## src/sv/reno_pkg.sv

```systemverilog
// Package: shared constants and controller/datapath command and status types.
`timescale 1ns / 1ps
package reno_pkg;
  localparam logic [1:0] MODE_OPEN     = 2'd0;
  localparam logic [1:0] MODE_DISORDER = 2'd1;
  localparam logic [1:0] MODE_RECOVERY = 2'd2;
  localparam logic [15:0] DUP_LIMIT    = 16'd3;
  localparam logic [31:0] ONE_FIXED    = 32'h0001_0000;
  localparam logic [31:0] ALL_ONES     = 32'hFFFF_FFFF;

  localparam logic [1:0] REG_SEGMENT_SIZE   = 2'd0;
  localparam logic [1:0] REG_INIT_WINDOW    = 2'd1;
  localparam logic [1:0] REG_INIT_THRESHOLD = 2'd2;
  localparam logic [1:0] REG_INIT_SEQUENCE  = 2'd3;

  typedef struct packed {
    logic load;      // capture beat, start reciprocal
    logic grow;      // apply cwnd growth
    logic mode_upd;  // apply Reno mode logic
    logic mult;      // window bytes from cwnd * mss
    logic div_start; // start window / mss
    logic finish;    // allowance and output capture
  } cmd_t;

  typedef struct packed {
    logic div_done;
  } stat_t;
endpackage

```

## src/sv/reno_ack_congestion_control.sv

```systemverilog
// Top level: Reno congestion control, one ACK beat in, one result beat out.
`timescale 1ns / 1ps
// Usage:
//   Input channel in_*: one received ACK per beat (ack number, advertised
//   window, send_next). Output channel out_*: one result beat per ACK.
//   Configuration: cfg_write_enable/cfg_index/cfg_write_data, write only
//   while idle; windows and sequence writes load live state at once.
// Sequence: an accepted ACK runs the reciprocal of cwnd, then growth, mode
//   and window bytes, then starts and runs window/mss and finishes before
//   out_valid; both divisions run for every ACK.
//   A new ACK is taken only once the previous one has finished.
//   The divider, one quotient bit a cycle over 64 steps, paces both divisions.
// Reset: synchronous rst_n low restores registers 1460/1, 16, 0 and clears
//   mode, counters and window; no result is pending.
// Stall: the result holds in its output register while out_stall is high;
//   the next ACK is still taken and processed, and its finished result
//   waits in the last step until the held beat leaves.
module reno_ack_congestion_control (
  input  logic        clk,
  input  logic        rst_n,
  input  logic        cfg_write_enable,
  input  logic [1:0]  cfg_index,
  input  logic [31:0] cfg_write_data,
  input  logic        in_valid,
  output logic        in_stall,
  input  logic [31:0] in_ack_number,
  input  logic [15:0] in_advertised_window,
  input  logic [31:0] in_send_next,
  output logic        out_valid,
  input  logic        out_stall,
  output logic        out_retransmit_request,
  output logic [1:0]  out_reno_mode,
  output logic        out_window_updated,
  output logic [31:0] out_send_window,
  output logic [31:0] out_send_allowance,
  output logic [31:0] out_congestion_window
);
  import reno_pkg::*;
  cmd_t  cmd;
  stat_t stat;
  logic capture, need_recip;
  logic r_rtx, r_upd;
  logic [1:0] r_mode;
  logic [31:0] r_win, r_allow, r_cwnd, cwnd_now;

  reno_dp u_dp (
    .clk(clk), .rst_n(rst_n), .cmd(cmd), .stat(stat),
    .cfg_write_enable(cfg_write_enable), .cfg_index(cfg_index),
    .cfg_write_data(cfg_write_data), .in_ack_number(in_ack_number),
    .in_advertised_window(in_advertised_window), .in_send_next(in_send_next),
    .res_retransmit_request(r_rtx), .res_reno_mode(r_mode),
    .res_window_updated(r_upd), .res_send_window(r_win),
    .res_send_allowance(r_allow), .res_congestion_window(r_cwnd)
  );

  assign cwnd_now = r_cwnd;
  assign need_recip = 1'b1;

  reno_ctrl u_ctrl (
    .clk(clk), .rst_n(rst_n), .in_valid(in_valid), .in_stall(in_stall),
    .out_valid(out_valid), .out_stall(out_stall), .need_recip(need_recip),
    .cmd(cmd), .stat(stat), .capture(capture)
  );

  logic        o_rtx_r, o_upd_r;
  logic [1:0]  o_mode_r;
  logic [31:0] o_win_r, o_cwnd_r, o_allow_r;
  logic        cap_d_r;

  always_ff @(posedge clk) begin
    if (!rst_n) cap_d_r <= 1'b0;
    else cap_d_r <= capture && cmd.finish;
    if (capture && cmd.finish) begin
      o_rtx_r <= r_rtx;
      o_mode_r <= r_mode;
      o_upd_r <= r_upd;
      o_win_r <= r_win;
      o_cwnd_r <= cwnd_now;
    end
  end

  assign o_allow_r = r_allow;
  assign out_retransmit_request = o_rtx_r;
  assign out_reno_mode = o_mode_r;
  assign out_window_updated = o_upd_r;
  assign out_send_window = o_win_r;
  assign out_send_allowance = o_allow_r;
  assign out_congestion_window = o_cwnd_r;

`ifndef SYNTHESIS
  a_cap_valid: assert property (@(posedge clk) disable iff (!rst_n)
    cap_d_r |-> out_valid) else $error("result not presented after capture");
  a_busy_stall: assert property (@(posedge clk) disable iff (!rst_n)
    (cmd.grow || cmd.mode_upd || cmd.mult) |-> in_stall)
    else $error("input open while an ACK is in flight");
  a_hold: assert property (@(posedge clk) disable iff (!rst_n)
    (out_valid && out_stall) |=> $stable(out_congestion_window))
    else $error("held result changed");
`endif
endmodule

```

## src/sv/reno_div.sv

```systemverilog
// Radix-2 restoring divider, 64-bit dividend by 32-bit divisor, one bit a cycle.
`timescale 1ns / 1ps
module reno_div (
  input  logic        clk,
  input  logic        rst_n,
  input  logic        start,
  input  logic [63:0] dividend,
  input  logic [31:0] divisor,
  output logic        done,
  output logic [63:0] quotient
);
  logic [63:0] q_r, q_nxt;
  logic [31:0] rem_r, rem_nxt;
  logic [31:0] dvs_r;
  logic [6:0]  cnt_r, cnt_nxt;
  logic        busy_r, busy_nxt;
  logic [32:0] trial;
  logic [32:0] diff;

  always_comb begin
    trial = {rem_r, q_r[63]};
    diff = trial - {1'b0, dvs_r};
    q_nxt = q_r;
    rem_nxt = rem_r;
    cnt_nxt = cnt_r;
    busy_nxt = busy_r;
    if (start) begin
      q_nxt = dividend;
      rem_nxt = '0;
      cnt_nxt = 7'd64;
      busy_nxt = 1'b1;
    end else if (busy_r) begin
      if (!diff[32]) begin
        rem_nxt = diff[31:0];
        q_nxt = {q_r[62:0], 1'b1};
      end else begin
        rem_nxt = trial[31:0];
        q_nxt = {q_r[62:0], 1'b0};
      end
      cnt_nxt = cnt_r - 7'd1;
      if (cnt_r == 7'd1) busy_nxt = 1'b0;
    end
  end

  always_ff @(posedge clk) begin
    if (!rst_n) begin
      busy_r <= 1'b0;
      cnt_r <= '0;
    end else begin
      busy_r <= busy_nxt;
      cnt_r <= cnt_nxt;
    end
    q_r <= q_nxt;
    rem_r <= rem_nxt;
    if (start) dvs_r <= divisor;
  end

  assign done = busy_r && (cnt_r == 7'd1);
  assign quotient = q_nxt;
endmodule

```

## src/sv/reno_dp.sv

```systemverilog
// Datapath: congestion state, window math, shared divider and result register.
`timescale 1ns / 1ps
module reno_dp (
  input  logic               clk,
  input  logic               rst_n,
  input  reno_pkg::cmd_t     cmd,
  output reno_pkg::stat_t    stat,
  input  logic               cfg_write_enable,
  input  logic [1:0]         cfg_index,
  input  logic [31:0]        cfg_write_data,
  input  logic [31:0]        in_ack_number,
  input  logic [15:0]        in_advertised_window,
  input  logic [31:0]        in_send_next,
  output logic               res_retransmit_request,
  output logic [1:0]         res_reno_mode,
  output logic               res_window_updated,
  output logic [31:0]        res_send_window,
  output logic [31:0]        res_send_allowance,
  output logic [31:0]        res_congestion_window
);
  import reno_pkg::*;

  logic [15:0] mss_r;
  logic [31:0] cwnd_r, thr_r, oldest_r, mark_r, wbytes_r, allow_r;
  logic [15:0] dup_r;
  logic [1:0]  mode_r;
  logic [31:0] ack_r, snd_r;
  logic [15:0] adv_r;
  logic        rtx_r, upd_r, phase_r;
  logic [31:0] inflight_r;

  logic        div_start, div_done;
  logic [63:0] div_dvd, div_q;
  logic [31:0] div_dvs;
  logic [47:0] prod;
  logic [32:0] sum;
  logic [31:0] addend, recip, floor_win, diff, segs;

  assign div_start = cmd.load || cmd.div_start;
  assign div_dvd = cmd.load ? 64'h1_0000_0000 : {32'd0, wbytes_r};
  assign div_dvs = cmd.load ? cwnd_r : {16'd0, mss_r};

  reno_div u_div (
    .clk(clk), .rst_n(rst_n), .start(div_start), .dividend(div_dvd),
    .divisor(div_dvs), .done(div_done), .quotient(div_q)
  );
  assign stat.div_done = div_done;

  logic [31:0] q_r;
  always_ff @(posedge clk) if (div_done) q_r <= (div_q[63:32] != '0) ? ALL_ONES : div_q[31:0];

  assign recip = (cwnd_r == '0) ? ALL_ONES : q_r;
  assign addend = (cwnd_r < thr_r) ? ONE_FIXED : recip;
  assign sum = {1'b0, cwnd_r} + {1'b0, addend};
  assign prod = 48'(cwnd_r) * 48'(mss_r);
  assign floor_win = (adv_r > mss_r) ? {16'd0, adv_r} : {16'd0, mss_r};
  assign diff = snd_r - ack_r;
  assign segs = (mss_r == '0) ? '0 : q_r;

  always_ff @(posedge clk) begin
    if (!rst_n) begin
      mss_r <= 16'd1460;
      cwnd_r <= 32'd1 << 16;
      thr_r <= 32'd16 << 16;
      oldest_r <= '0;
      dup_r <= '0;
      mark_r <= '0;
      mode_r <= MODE_OPEN;
      wbytes_r <= '0;
      allow_r <= '0;
    end else begin
      if (cfg_write_enable) begin
        case (cfg_index)
          REG_SEGMENT_SIZE:   mss_r <= cfg_write_data[15:0];
          REG_INIT_WINDOW:    cwnd_r <= {cfg_write_data[15:0], 16'd0};
          REG_INIT_THRESHOLD: thr_r <= {cfg_write_data[15:0], 16'd0};
          REG_INIT_SEQUENCE:  oldest_r <= cfg_write_data;
          default: ;
        endcase
      end
      if (cmd.load) begin
        ack_r <= in_ack_number;
        adv_r <= in_advertised_window;
        snd_r <= in_send_next;
        phase_r <= in_ack_number > oldest_r;
        rtx_r <= 1'b0;
      end
      if (cmd.grow && phase_r) cwnd_r <= sum[32] ? ALL_ONES : sum[31:0];
      if (cmd.mode_upd) begin
        case (mode_r)
          MODE_OPEN: if (ack_r == oldest_r) begin
            dup_r <= 16'd1;
            mode_r <= MODE_DISORDER;
          end
          MODE_DISORDER: if (ack_r == oldest_r) begin
            dup_r <= dup_r + 16'd1;
            if (dup_r + 16'd1 == DUP_LIMIT) begin
              mode_r <= MODE_RECOVERY;
              mark_r <= snd_r;
              rtx_r <= 1'b1;
              cwnd_r <= {1'b0, cwnd_r[31:1]};
              thr_r <= {1'b0, cwnd_r[31:1]};
            end
          end else begin
            dup_r <= '0;
            mode_r <= MODE_OPEN;
          end
          MODE_RECOVERY: if (ack_r == oldest_r) begin
            dup_r <= dup_r + 16'd1;
          end else if (ack_r < mark_r) begin
            dup_r <= '0;
            rtx_r <= 1'b1;
          end else begin
            dup_r <= '0;
            mode_r <= MODE_OPEN;
          end
          default: begin
            dup_r <= '0;
            mode_r <= MODE_OPEN;
          end
        endcase
        upd_r <= ack_r <= snd_r;
      end
      if (cmd.mult) begin
        inflight_r <= (diff > {16'd0, dup_r}) ? diff - {16'd0, dup_r} : '0;
        oldest_r <= ack_r;
        if (upd_r) wbytes_r <= (prod[47:16] < floor_win) ? prod[47:16] : floor_win;
      end
      if (cmd.finish && upd_r) allow_r <= (segs > inflight_r) ? segs - inflight_r : '0;
    end
  end

  assign res_retransmit_request = rtx_r;
  assign res_reno_mode = mode_r;
  assign res_window_updated = upd_r;
  assign res_send_window = wbytes_r;
  assign res_send_allowance = allow_r;
  assign res_congestion_window = cwnd_r;
endmodule

```

## src/sv/reno_ctrl.sv

```systemverilog
// Controller: sequences one ACK through reciprocal, growth, mode update, window and division.
`timescale 1ns / 1ps
module reno_ctrl (
  input  logic            clk,
  input  logic            rst_n,
  input  logic            in_valid,
  output logic            in_stall,
  output logic            out_valid,
  input  logic            out_stall,
  input  logic            need_recip,
  output reno_pkg::cmd_t  cmd,
  input  reno_pkg::stat_t stat,
  output logic            capture
);
  import reno_pkg::*;
  localparam logic [2:0] S_IDLE = 3'd0, S_RECIP = 3'd1, S_GROW = 3'd2, S_MODE = 3'd3,
                         S_MULT = 3'd4, S_DIV = 3'd5, S_FIN = 3'd6;
  logic [2:0] state_r, state_nxt;
  logic       ov_r, ov_nxt;
  logic       wait_r;

  assign in_stall = (state_r != S_IDLE);
  assign out_valid = ov_r;

  always_comb begin
    cmd = '0;
    state_nxt = state_r;
    ov_nxt = ov_r && out_stall;
    capture = 1'b0;
    case (state_r)
      S_IDLE: if (in_valid && !in_stall) begin
        cmd.load = 1'b1;
        state_nxt = need_recip ? S_RECIP : S_GROW;
      end
      S_RECIP: if (stat.div_done) state_nxt = S_GROW;
      S_GROW: begin cmd.grow = 1'b1; state_nxt = S_MODE; end
      S_MODE: begin cmd.mode_upd = 1'b1; state_nxt = S_MULT; end
      S_MULT: begin cmd.mult = 1'b1; state_nxt = S_DIV; end
      S_DIV: begin
        if (!wait_r) cmd.div_start = 1'b1;
        else if (stat.div_done) state_nxt = S_FIN;
      end
      S_FIN: begin
        cmd.finish = 1'b1;
        capture = 1'b1;
        if (!ov_r || !out_stall) state_nxt = S_IDLE;
        else cmd.finish = 1'b0;
        if (state_nxt == S_IDLE) ov_nxt = 1'b1;
      end
      default: state_nxt = S_IDLE;
    endcase
  end

  always_ff @(posedge clk) begin
    if (!rst_n) begin
      state_r <= S_IDLE;
      ov_r <= 1'b0;
      wait_r <= 1'b0;
    end else begin
      state_r <= state_nxt;
      ov_r <= ov_nxt;
      wait_r <= (state_r == S_DIV);
    end
  end
endmodule
```

## config.mk

```make
export PLATFORM = sky130hd
export DESIGN_NAME = reno_ack_congestion_control
export DESIGN_NICKNAME = d
export VERILOG_FILES = /design/src/sv/reno_pkg.sv /design/src/sv/reno_ack_congestion_control.sv /design/src/sv/reno_div.sv /design/src/sv/reno_dp.sv /design/src/sv/reno_ctrl.sv
export SDC_FILE = /design/constraint.sdc
export NUM_CORES = 2
export LEC_CHECK = 0
export BUFFER_PORTS_ARGS = -buffer_cell sky130_fd_sc_hd__buf_2
export CORE_ASPECT_RATIO = 0.8
export CORE_MARGIN = 10
export CORE_UTILIZATION = 34
export DETAILED_ROUTE_END_ITERATION = 8
export GPL_ROUTABILITY_DRIVEN = 1
export SYNTH_ARGS = -nofsm -noshare
export SYNTH_HDL_FRONTEND = slang
export SYNTH_SLANG_ARGS = --single-unit
```

## constraint.sdc

```tcl
create_clock -name clk -period 10.3 [get_ports clk]
set_clock_uncertainty 0.1 [all_clocks]
set_input_delay 2.06 -clock clk [delete_from_list [all_inputs] [get_ports clk]]
set_output_delay 2.06 -clock clk [all_outputs]
set_load 0.1 [all_outputs]
```

* Word-level counts from Yosys, hierarchy flattened
Index checks and enable logic that the tools add are counted.
** Storage, ports and cells
- Flip-flop bits (word level) :: 582
- Latch bits :: 0
- Bits in writable memories :: 0
- Memory bits (read-only) :: 0
- Input bits :: 119
- Output and inout bits :: 102
- Logic and storage cells :: 174
- Memories :: 0
** Cells by class
- Add/sub/neg operators :: 7
- Multiply operators :: 1
- Div/mod/pow operators :: 0
- Order comparisons :: 8
- Eq/ne operators :: 22
- Shift operators :: 0
- Muxes and demuxes :: 69
- Bitwise logic cells :: 1
- Reduce and logical (&&, ||, !) cells :: 34
** Operators by type and width (count)
- 32-bit two-way mux :: 23
- 64-bit two-way mux :: 2
- 32-bit less-than comparator :: 3
- 32-bit > comparator :: 2
- 16-bit two-way mux :: 4
- 32-bit subtractor :: 2
- 32-bit by 16-bit multiplier with 48-bit output :: 1
- 32-bit by 32-bit adder with 33-bit output :: 1
- 33-bit two-way mux :: 1
- 33-bit by 32-bit subtractor with 33-bit output :: 1
- 32-bit == test :: 1
- 32-bit by 16-bit > comparator with 1-bit output :: 1
- 32-bit less-or-equal comparator :: 1
- 32-bit zero test :: 1
- 16-bit one-hot mux with 2 select lines :: 1
- 32-bit nonzero test :: 1
- 32-bit by 16-bit subtractor with 32-bit output :: 1
- 1-bit two-way mux :: 22
- 3-bit one-hot mux with 7 select lines :: 1
- 3-bit two-way mux :: 6
- 16-bit by 1-bit adder with 16-bit output, second input constant :: 1
- 16-bit by 2-bit == test with 1-bit output, second input constant :: 1
- 16-bit > comparator :: 1
- 16-bit zero test :: 1
- 26 further kinds :: 62

* Depth between registers and ports, before layout
- Depth in word-level cells :: 10
- Mapped depth :: 38
- Mapped depth without buffers :: 35

* By module
A second synthesis with hierarchy kept.
** Unflattened totals
- Cells, all modules :: 5726
- Area, all modules :: 50805.0 um2
** By module, submodules not included
- reno_dp :: times used 1, cells each 4830, area an instance 41106.9 um2, seq. area each 8938.6 um2
- reno_div :: times used 1, cells each 789, area an instance 7295.7 um2, seq. area each 3042.9 um2
- reno_ack_congestion_control :: times used 1, cells each 70, area an instance 2052.0 um2, seq. area each 2042.0 um2
- reno_ctrl :: times used 1, cells each 37, area an instance 350.3 um2, seq. area each 100.1 um2

* Worst setup path before layout
OpenSTA, ideal clock, no wires.
- Path kind :: reg2reg
- Start :: register u_dp.cwnd_r[15] (netlist: u_dp.res_congestion_window[15])
- End :: register u_dp.wbytes_r[10] (netlist: u_dp.res_send_window[10])
- Setup time :: 0.137 ns
- Arrival time :: 8.167 ns
- Data required time :: 10.063 ns
- Slack :: 1.896 ns
- Cell stages (with the launch flop) :: 37
- Buffers on the path :: 3
- Clock period less this slack :: 8.404 ns
- Path through :: dfxtp_1 > clkbuf_1 > clkbuf_1 > nand2_1 > fa_1 > fa_1 > fa_1 > inv_1 > fa_1 > fa_1 > inv_1 > fa_1 > inv_1 > ha_1 > nand4_1 > or3b_1 > a2bb2oi_1 > o21a_1 > nand2_1 > a21bo_2 > nand4_1 > a21oi_1 > o21a_1 > nor2_1 > xnor2_1 > ha_1 > a21oi_1 > a21oi_1 > a211oi_1 > nand4_1 > nor4_1 > o2111ai_1 > or4_1 > nor2_1 > clkbuf_1 > or2_1 > a31oi_1
** Between the ends
- Cells in the longest elaborated chain, start to end :: 3
** Ends and longest elaborated chain
- from (decl) :: line reno_dp.sv:24 : logic [31:0] cwnd_r, thr_r, oldest_r, mark_r, wbytes_r, allow_r;
- from (signal assigned) :: line reno_dp.sv:63 : cwnd_r <= 32'd1 << 16;
- from (signal assigned) :: line reno_dp.sv:75 : REG_INIT_WINDOW: cwnd_r <= {cfg_write_data[15:0], 16'd0};
- from (signal assigned) :: line reno_dp.sv:88 : if (cmd.grow && phase_r) cwnd_r <= sum[32] ? ALL_ONES : sum[31:0];
- 32-bit by 16-bit multiplier with 48-bit output * :: line reno_dp.sv:55 : assign prod = 48'(cwnd_r) * 48'(mss_r);
- 32-bit less-than comparator :: line reno_dp.sv:127 : if (upd_r) wbytes_r <= (prod[47:16] < floor_win) ? prod[47:16] : floor_win;
- 32-bit two-way mux * :: line reno_dp.sv:127
- to (signal assigned) :: line reno_dp.sv:127
- to (decl) :: line reno_dp.sv:24
Every way passes the cells marked *; elsewhere a longest branch is shown, timed or not.
A chain may end at the register's enable or synchronous reset.

* Worst setup path in the final report
- Start :: register u_dp.mss_r[3]
- End :: register u_dp.wbytes_r[0] (netlist: u_dp.res_send_window[0])
** Between the ends
- Cells in the longest elaborated chain, start to end :: 4
- Elaborated cells on any way between the ends :: 5
- Classes of those cells :: 1 x mul; 2 x order compare; 2 x mux
** Ends and longest elaborated chain
- from (decl) :: line reno_dp.sv:23 : logic [15:0] mss_r;
- from (signal assigned) :: line reno_dp.sv:74 : REG_SEGMENT_SIZE: mss_r <= cfg_write_data[15:0];
- branches (longest 3 deep; another with 32-bit by 16-bit multiplier with 48-bit output)
- 32-bit two-way mux * :: line reno_dp.sv:127
Mark *: on every way between the ends.

==> impl_metrics.env <==
export IMPL_synth_edff_count=247
export IMPL_slew_headroom_pct=15.71
export IMPL_finalHoldViolCount=0
export IMPL_cts_buffer_depth=3
export IMPL_clk_pin_slew_ns=0.06
export IMPL_r2r_end="u_dp.res_send_window[0]"
export IMPL_worstPathRequired_ns=10.74
export IMPL_hold_buffers=0
export IMPL_cap_violations=0
export IMPL_hp_start="u_dp.mark_r[21]"
export IMPL_timing_rr_start="u_dp.mss_r[3]"
export IMPL_grt_pass1_wl_um=239400
export IMPL_ant_nets=0
export IMPL_grt_usage_pct=18.99
export IMPL_cts_buffers=70
export IMPL_tns_ns=0
export IMPL_tightest_slew_ns=1.263
export IMPL_cts_tree="done"
export IMPL_cts_setup_buffers=0
export IMPL_startpoint_type="flip-flop"
export IMPL_gp_congestion=0.9326
export IMPL_routed_wl_um=156100
export IMPL_cts_resized=0
export IMPL_rows=124
export IMPL_synth_seq_cells=582
export IMPL_synthTopCellsByArea="fa_1, edfxtp_1, dfxtp_1"
export IMPL_final_max_slew_viol_count=0
export IMPL_critPathTopFamily="adder cells"
export IMPL_antenna_found_initial=22
export IMPL_grt_start_max_net_pins=86
export IMPL_avgSynthCellArea_sq_um=8.973
export IMPL_cp_max_fo=32
export IMPL_clock_latency_ns=0.68
export IMPL_synth_fp_nets=6423
export IMPL_core_sq_um=143400
export IMPL_drt_pass1_iter_count=6
export IMPL_critPathArrivalTime_ns=10.07
export IMPL_worst_path_buf_inv=4
export IMPL_status="complete, no violations"
export IMPL_synth_area_sq_um=49240
export IMPL_yosysWarningCount=0
export IMPL_ys_async_sr_fraction_pct=0
export IMPL_die_h_um=360.4
export IMPL_dieWidth_um=445.5
export IMPL_pre_cts_ws_ns=0.8059
export IMPL_yosysTopAreaCell="fa_1"
export IMPL_path_class="flip-flop to flip-flop"
export IMPL_io_pins=221
export IMPL_crit_path_end_kind="flip-flop"
export IMPL_leakagePower_nw=23.81
export IMPL_period_share_pct=93.47
export IMPL_hold_class="flip-flop to flip-flop"
export IMPL_start_util_pct=34.35
export IMPL_ir_worst_vdd_mv=0.1155
export IMPL_avgRoutedWirePerCell_um=20.73
export IMPL_slowest_stage="dfxtp_1"
export IMPL_vias=39289
export IMPL_fin_nets=6512
export IMPL_fmax_mhz=103.9
export IMPL_regToRegSetupSlack_ns=0.67
export IMPL_h_tree_depth=3
export IMPL_final_layout_size_suffix_gt1_share_pct=8.521
export IMPL_post_route_min_period_ns=9.628
export IMPL_dp_hpwl_um=121500
export IMPL_slowest_delay_ns=1.15
export IMPL_power_density_nw_per_um2=119.9
export IMPL_holdPathEnd="u_dp.mark_r[21]"
export IMPL_io_buffers=220
export IMPL_drtIter0Drc=3737
export IMPL_postSynthCellCount=5488
export IMPL_vias_per_cell=5.218
export IMPL_min_path_cells=2
export IMPL_critical_path_most_common_cell="fa_1"
export IMPL_finalSetupViolCount=0
export IMPL_yosysSeqAreaShare_pct=28.68
export IMPL_r2r_cells=34
export IMPL_grt_overflow=0
export IMPL_ys_types=92
export IMPL_first_global_vias=38643
export IMPL_area_growth_pct=10.90
export IMPL_synth_top_area_share_pct=17.16
export IMPL_rsz0062_at_grt="false"
export IMPL_synth_flop_cell="dfxtp_1"
export IMPL_cts_sinks=582
export IMPL_fin_ws_ns=0.6722
export IMPL_drc=0
export IMPL_cts_root_buffer="clkbuf_16"
export IMPL_die_area_sq_um=160600
## worst min-delay path: cells and delay by family, from the launching register on
family	cells	cell delay [ns]
flops	1	0.31
simple gates	1	0.05
compound gates	1	0.05
## per-stage QoR
| step | cell area (sq um) | hold slack, ns | utilization, % | std cells | total power, mW |
|---|---|---|---|---|---|
| floorplan | 49240 | 0.3201 | - | 5488 | 3.670 |
| global placement | 52300 | 0.3410 | 36.48 | 7395 | 4.043 |
| detailed placement | 52300 | 0.3378 | 36.48 | 7395 | 4.068 |
| CTS | 54590 | 0.3547 | 38.08 | 7523 | 6.591 |
| global route | 54610 | 0.3731 | 38.09 | 7528 | 6.869 |
| finish | 54610 | 0.3535 | 38.09 | 7530 | 6.550 |
## worst max-delay path by stage
stage | startpoint | to | slack [ns] | cells after the start
2_1_floorplan | u_dp.res_congestion_window[15] | u_dp.res_send_window[10] | 1.90 | 36
3_3_place_gp | u_dp.mss_r[3] | u_dp.res_send_window[0] | 1.03 | 34
3_5_place_dp | u_dp.mss_r[3] | u_dp.res_send_window[0] | 0.81 | 34
4_1_cts | u_dp.mss_r[3] | u_dp.res_send_window[0] | 0.78 | 34
5_1_grt | u_dp.mss_r[3] | u_dp.res_send_window[0] | 0.16 | 34
6_report | u_dp.mss_r[3] | u_dp.res_send_window[0] | 0.67 | 34
## final cells by class
| class | count | area [sq um] |
|---|---|---|
| fillers | 14505 | 88750 |
| multi-input cells | 3883 | 31320 |
| flip-flops and latches | 582 | 14130 |
| inverters | 737 | 2771 |
| well taps | 1890 | 2365 |
| clock buffers | 90 | 1949 |
| repair buffers | 303 | 1724 |
| clock inverters | 38 | 341.6 |
| diodes | 7 | 17.52 |
## cells in the final DEF, fill, tap and decap left out, types with 15 or more instances in the layout
master	netlist	routed
a211oi_1	61	61
a21o_1	121	121
a21oi_1	323	322
a22oi_1	30	30
a31oi_1	47	47
and2_1	219	219
and3_1	52	50
buf_2	8	220
buf_4	1	83
clkbuf_16	0	72
dfxtp_1	335	334
edfxtp_1	247	247
fa_1	422	422
ha_1	394	394
inv_1	735	734
mux2i_1	157	157
nand2_1	666	665
nand2b_1	30	29
nand3_1	67	66
nand4_1	58	58
nor2_1	284	278
nor2b_1	42	42
nor3_1	59	58
nor4_1	38	38
o211ai_1	22	22
o21a_1	58	58
o21ai_0	262	261
o21bai_1	25	25
or2_1	15	15
or3_1	47	47
xnor2_1	112	112
xor2_1	77	77
## synth_stat cells, types with 8 or more instances
| master | n |
|---|---|
| a21oi_1 | 323 |
| buf_1 | 20 |
| dfxtp_1 | 335 |
| xor2_1 | 77 |
| inv_1 | 735 |
| or4_1 | 9 |
| mux2_2 | 13 |
| fa_1 | 422 |
| buf_2 | 8 |
| nor4b_1 | 8 |
| a221oi_1 | 8 |
| nor4_1 | 38 |
| ha_1 | 394 |
| nand3b_1 | 14 |
| and3_1 | 52 |
| o21bai_1 | 25 |
| a22oi_1 | 30 |
| a21o_1 | 121 |
| o21ai_0 | 262 |
| nand3_1 | 67 |
| or3_1 | 47 |
| nor2_1 | 284 |
| and2_1 | 219 |
| o21a_1 | 58 |
| o211ai_1 | 22 |
| nand2_1 | 666 |
| nand4_1 | 58 |
| o21ai_1 | 8 |
| mux2i_1 | 157 |
| a211oi_1 | 61 |
| or2_2 | 12 |
| nor3_1 | 59 |
| clkbuf_1 | 255 |
| nor2b_1 | 42 |
| edfxtp_1 | 247 |
| a31oi_1 | 47 |
| xnor2_1 | 112 |
| nand2b_1 | 30 |
| or2_1 | 15 |
## cell families after synthesis
group,Yosys count,share of synthesized area [%]
AO/OA/AOI/OAI,1058,13.32
multiplexers,170,3.489
buffers and inverters,1023,7.856
XOR/XNOR,189,3.362
AND/OR/NAND/NOR,1650,16.13
adder cells (fa/ha/maj),816,27.17
flip-flops,582,28.68
## per-layer routing
metal  vias up  wire (um)  track usage, %
li1      18523          -               -
met1     19132      71390           27.05
met2      1370      66540           28.38
met3       252      12040           3.708
met4        12       6061           6.827
met5         -         84               0
## sequential cells by signal (all words and copies together), names as in the netlist, 32 cells and up
name / count
u_dp.u_div.q_r: 64
out_congestion_window: 32
out_send_window: 32
u_dp.ack_r: 32
u_dp.inflight_r: 32
u_dp.mark_r: 32
u_dp.oldest_r: 32
u_dp.q_r: 32
u_dp.res_congestion_window: 32
u_dp.res_send_allowance: 32
u_dp.res_send_window: 32
u_dp.snd_r: 32
u_dp.thr_r: 32
u_dp.u_div.dvs_r: 32
u_dp.u_div.rem_r: 32
## report_power, final
group          switching, mW  internal, mW
clock                   1.09          1.43
combinational          0.851         0.596
sequential            0.0975          2.49
total                   2.03          4.52
(Power assumes the default switching activity.)
